`src/rtl/hav_pkg.sv`:
```
// Shared constants and helpers for the haversine distance pipeline.
// Holds the CORDIC arctangent table, fixed-point constants and angle reduction.
// No dependencies; every rtl module imports this package.
package hav_pkg;

    // Number of CORDIC micro-rotations in both the rotation and vectoring units.
    localparam int CORDIC_STEPS = 30;

    // Number of result bits produced by the integer square root pipeline.
    localparam int ISQRT_STEPS = 31;

    // CORDIC start vector length in Q30 (one over the CORDIC gain).
    localparam logic signed [32:0] CORDIC_GAIN = 33'sd652032874;

    // Arctangent of 2^-i in phase units, where 2^32 is a full turn.
    localparam logic [31:0] ATAN_TAB [CORDIC_STEPS] = '{
        32'h20000000, 32'h12E4051E, 32'h09FB385B, 32'h051111D4, 32'h028B0D43,
        32'h0145D7E1, 32'h00A2F61E, 32'h00517C55, 32'h0028BE53, 32'h00145F2F,
        32'h000A2F98, 32'h000517CC, 32'h00028BE6, 32'h000145F3, 32'h0000A2FA,
        32'h0000517D, 32'h000028BE, 32'h0000145F, 32'h00000A30, 32'h00000518,
        32'h0000028C, 32'h00000146, 32'h000000A3, 32'h00000051, 32'h00000029,
        32'h00000014, 32'h0000000A, 32'h00000005, 32'h00000003, 32'h00000001
    };

    // 360 degrees with 22 fraction bits, and twice that.
    localparam logic signed [33:0] FULL_TURN_S = 34'sd1509949440;
    localparam logic signed [33:0] TWO_TURNS_S = 34'sd3019898880;

    // floor(2^37 / 45): reciprocal used for the degree to phase scaling.
    localparam logic [31:0] DIV45_RECIP = 32'd3054198966;

    // floor(2^32 / 5): reciprocal used for the final unit scaling.
    localparam logic [31:0] DIV5_RECIP = 32'd858993459;

    // Pi in Q30.
    localparam logic [31:0] PI_Q30 = 32'd3373259426;

    // Sphere radius after reset.
    localparam logic [31:0] RADIUS_RESET = 32'd6371000;

    // Reduce a signed angle in degrees (Q22) into [0, 360) degrees.
    function automatic logic [30:0] reduce_turn(input logic signed [32:0] ang);
        logic signed [33:0] wide;
        logic signed [33:0] up1;
        logic signed [33:0] up2;
        logic signed [33:0] dn1;
        logic signed [33:0] res;
        wide = 34'(ang);
        up1  = wide + FULL_TURN_S;
        up2  = wide + TWO_TURNS_S;
        dn1  = wide - FULL_TURN_S;
        if (wide < 0) begin
            res = (up1 < 0) ? up2 : up1;
        end else if (wide >= FULL_TURN_S) begin
            res = dn1;
        end else begin
            res = wide;
        end
        return res[30:0];
    endfunction

endpackage

```
`src/rtl/hav_isqrt.sv`:
```
// Pipelined floor integer square root of a Q60 value, giving a Q30 root.
// One result bit per register stage (31 stages); depends on hav_pkg.
module hav_isqrt (
    input  logic         aclk,
    input  logic         aresetn,
    input  logic         en,
    input  logic         valid_i,
    input  logic [60:0]  radicand_i,
    output logic         valid_o,
    output logic [30:0]  root_o
);
    import hav_pkg::*;

    logic [61:0] v_reg [0:ISQRT_STEPS-1];
    logic [61:0] r_reg [0:ISQRT_STEPS-1];
    logic        vld_reg [0:ISQRT_STEPS-1];

    // Each stage tries one root bit, weighted 2^(60 - 2k) in the radicand.
    for (genvar k = 0; k < ISQRT_STEPS; k++) begin : g_step
        localparam logic [61:0] BIT_W = 62'd1 << (60 - 2 * k);
        logic [61:0] cur_v;
        logic [61:0] cur_r;
        logic        cur_vld;
        logic [61:0] trial;

        if (k == 0) begin : g_first
            assign cur_v   = {1'b0, radicand_i};
            assign cur_r   = '0;
            assign cur_vld = valid_i;
        end else begin : g_next
            assign cur_v   = v_reg[k-1];
            assign cur_r   = r_reg[k-1];
            assign cur_vld = vld_reg[k-1];
        end

        assign trial = cur_r + BIT_W;

        always_ff @(posedge aclk) begin
            if (!aresetn) begin
                vld_reg[k] <= 1'b0;
            end else if (en) begin
                vld_reg[k] <= cur_vld;
            end
        end

        always_ff @(posedge aclk) begin
            if (en) begin
                if (cur_v >= trial) begin
                    v_reg[k] <= cur_v - trial;
                    r_reg[k] <= (cur_r >> 1) + BIT_W;
                end else begin
                    v_reg[k] <= cur_v;
                    r_reg[k] <= cur_r >> 1;
                end
            end
        end
    end

    assign valid_o = vld_reg[ISQRT_STEPS-1];
    assign root_o  = r_reg[ISQRT_STEPS-1][30:0];

endmodule

```
`config.mk`:
```
export PLATFORM = sky130hd
export DESIGN_NAME = hav_isqrt
export DESIGN_NICKNAME = d
export VERILOG_FILES = /design/src/rtl/hav_pkg.sv /design/src/rtl/hav_isqrt.sv
export SDC_FILE = /design/constraint.sdc
export NUM_CORES = 2
export LEC_CHECK = 0
export BUFFER_PORTS_ARGS = -buffer_cell sky130_fd_sc_hd__buf_2
export CAP_MARGIN = 20
export CORE_ASPECT_RATIO = 0.5
export CORE_MARGIN = 2
export CORE_UTILIZATION = 55
export CTS_CLUSTER_SIZE = 8
export DETAILED_ROUTE_END_ITERATION = 16
export PLACE_DENSITY = 0.8
export SYNTH_ARGS = -nofsm -noshare
export SYNTH_HDL_FRONTEND = slang
export SYNTH_SLANG_ARGS = --single-unit
```
`constraint.sdc`:
```
create_clock -name aclk -period 5.8 [get_ports aclk]
set_input_delay 0 -clock aclk [delete_from_list [all_inputs] [get_ports aclk]]
set_output_delay 0 -clock aclk [all_outputs]
set_load 0.01 [all_outputs]
```
==> reports/metrics.csv <==
metric,value,unit
setup_violations,0,
met2_length,139,mm
io-pin-count,97,
syn-cell-area,0.116,mm2
wl,263,mm
htreeDepth,5,
seq_power_share,0.459,
fin_hold_ws,0.194,ns
drt-met1-wl,94.4,mm
route.vias.total,73768,
peakVddDrop,0.328,mV
endpoint_kind,register,
clkPwrFrac,0.341,
insertion_delay,0.88,ns
synthesis.nets,9911,
swShare,0.288,
drc,0,
drive_above_1_share,0.0710,
p_int,36.3,mW
synth_top_area_share,0.620,
syn_inst,9323,
cts_tree,built,
fillers,15212,
post_cts_resized,0,
grt.overflow.total,0,
drt_first_iter_violations,5411,
antenna_found_initial,1,
critPathKind,register to register,
synthArstFlopShare,0,
synth_common_cells,"2386 x edfxtp_1, 719 x nand2_1, 637 x inv_1",
ys.flop_type,edfxtp_1,
area_delta_synth_final,12.2,%
cts_buffers,340,
firstDrtPassIters,6,
finalCriticalPeriod,4.38,ns
fin_setup_tns,0,ns
drv_cap,0,
largest_reg_flops,1860,
routabilityCongestion,0.942,
tightest_slew,1.25,ns
yosys.area.top_type,edfxtp_1,
yosys-top-cells-area,"edfxtp_1 62%, ha_1 5.7%, xnor2_1 3.3%, xor2_1 3.0%, nand2_1 2.3%",
hold_viol_final,0,
die_y,328,um
ctsRootBufferMaster,clkbuf_16,
max-clock-path-buffers,4,
dieWidth,652,um
clk_pin_slew,0.05,ns
synth_edf_count,2386,
final.setup_skew,0.0741,ns
rows,118,
pwr-share-comb,0.200,
slew_headroom,0.157,
drv_slew,0,
rsz0062_at_grt,false,
die_area,0.214,mm2
cp-start-kind,register,
grtUsageTotal,0.245,
status,completed,
yosysWarnings,0,
portBuffers,96,
wl_per_cell,21.0,um
synth-seq-cells,2387,
ys_types,91,
drt-vias-per-instance,5.88,
arrival,4.94,ns
grt_pass1_wl,410,mm
yosysSeqAreaShare,0.620,
wl_met3,9.56,mm
dp_hpwl,184,mm
p_leak,48.5,nW
cp_data_required_time,6.36,ns
fin_nets,10330,
initial_core_util,0.556,
yosysMostFrequentCell,edfxtp_1,
grt_max_degree,212,
top_layer,met4,
syn_avg_cell_area,12.4,um2
fmax,228,MHz
clkSinkCount,2387,
dpl_cell_area,0.119,mm2
p_per_area,394,mW/mm2
period_share,0.756,
worstHoldPathType,input port to register,
postRouteAntennaNets,0,
r2r_slack,1.42,ns
power_switching,14.7,mW
core_area,0.208,mm2
design_area,0.130,mm2
critPathMaxFanout,6,
grt_pass1_vias,76316,
## through the flow
step	setup slack (ns)	power (mW)	instances	util
global placement	1.35	33.5	12025	0.574
global route	1.08	53.4	12534	0.623
detailed placement	1.47	33.7	12031	0.575
floorplan	1.74	30.8	9323	-
CTS	1.46	51.1	12532	0.623
finish	1.42	51.0	12536	0.623
## logic make-up (layout without fill, tap and decap cells)
kind of cell | Yosys count | in the layout | synth area share
AOI/OAI and AO/OA | 1726 | 1726 | 0.0931
other | 0 | 2 | 0
DFF | 2387 | 2387 | 0.620
muxes | 68 | 68 | 0.00647
buffers and inverters | 871 | 1322 | 0.0286
xor gates and xnor gates | 832 | 832 | 0.0631
adders and majority gates | 523 | 523 | 0.0566
and+or+nand+nor | 2916 | 2916 | 0.132
## final timing paths
check,from,cells after the start,to
max,v_reg[1][271]$_DFFE_PP_,9,v_reg[1][349]$_DFFE_PP_
min,aresetn,3,vld_reg[1][0]$_DFF_P_
max reg2reg,v_reg[1][271]$_DFFE_PP_,9,v_reg[1][349]$_DFFE_PP_
min reg2reg,r_reg[0][784]$_DFFE_PP_,0,r_reg[0][845]$_DFFE_PP_
## layout by cell type, fill, tap and decap left out, types with 39 or more instances in the layout
cell type and instances:
nor3_1 261, nand3_1 171, edfxtp_1 2386, buf_4 72
o21ai_0 508, and3_1 83, xnor2_1 439, a211oi_1 42
clkbuf_16 341, buf_2 99, nand3b_1 39, nor4_1 329
or3_1 95, a31oi_1 40, o21bai_1 54, nand4_1 148
inv_1 637, o21a_1 92, nand2_1 719, nor2_1 544
xor2_1 393, or4_1 55, or2_2 48, dlygate4sd3_1 127
mux2_2 53, nor2b_1 69, a21o_1 207, a21oi_1 479
nor4b_1 66, ha_1 523, nand2b_1 107
## final cells by class
cell class	count	area, um2	share of cell area
tap	2760	3450	0.0266
sequential	2387	71700	0.553
clock inverter	20	292	0.00225
antenna	2	5.00	0.0000386
inverter	638	2390	0.0185
multi-input combinational	6065	40700	0.314
clock buffer	354	8580	0.0662
timing repair buffer	310	2500	0.0193
## worst max-delay path: stages (launching register included)
cell       delay (ns)
edfxtp_1         0.41
ha_1             0.40
and4_1           0.26
and3_1           0.19
a2111oi_2        0.70
nand4_1          0.26
a41oi_1          0.50
o21ai_0          0.26
a2111oi_2        0.74
mux2_2           0.41
## layer usage
metal / global-route usage / vias to the layer above
li1: - / 35684
met3: 0.0311 / 838
met4: 0.170 / 0
met5: 0 / -
met2: 0.465 / 2206
met1: 0.251 / 35040
## power by group through the flow
stage	combinational (mW)	sequential, mW	clock [mW]
final	10.2	23.4	17.4
after global routing	11.3	23.6	18.4
after CTS	10.1	23.4	17.6
after detailed placement	10.0	23.7	0
after global placement	9.90	23.6	0
after floorplan	7.69	23.1	0
## timing repair
action,CTS,global route
buffers inserted,0,0
endpoints found under the hold margin,223,0
hold buffers,127,0
No activity file was read; power rests on OpenSTA's default activity.
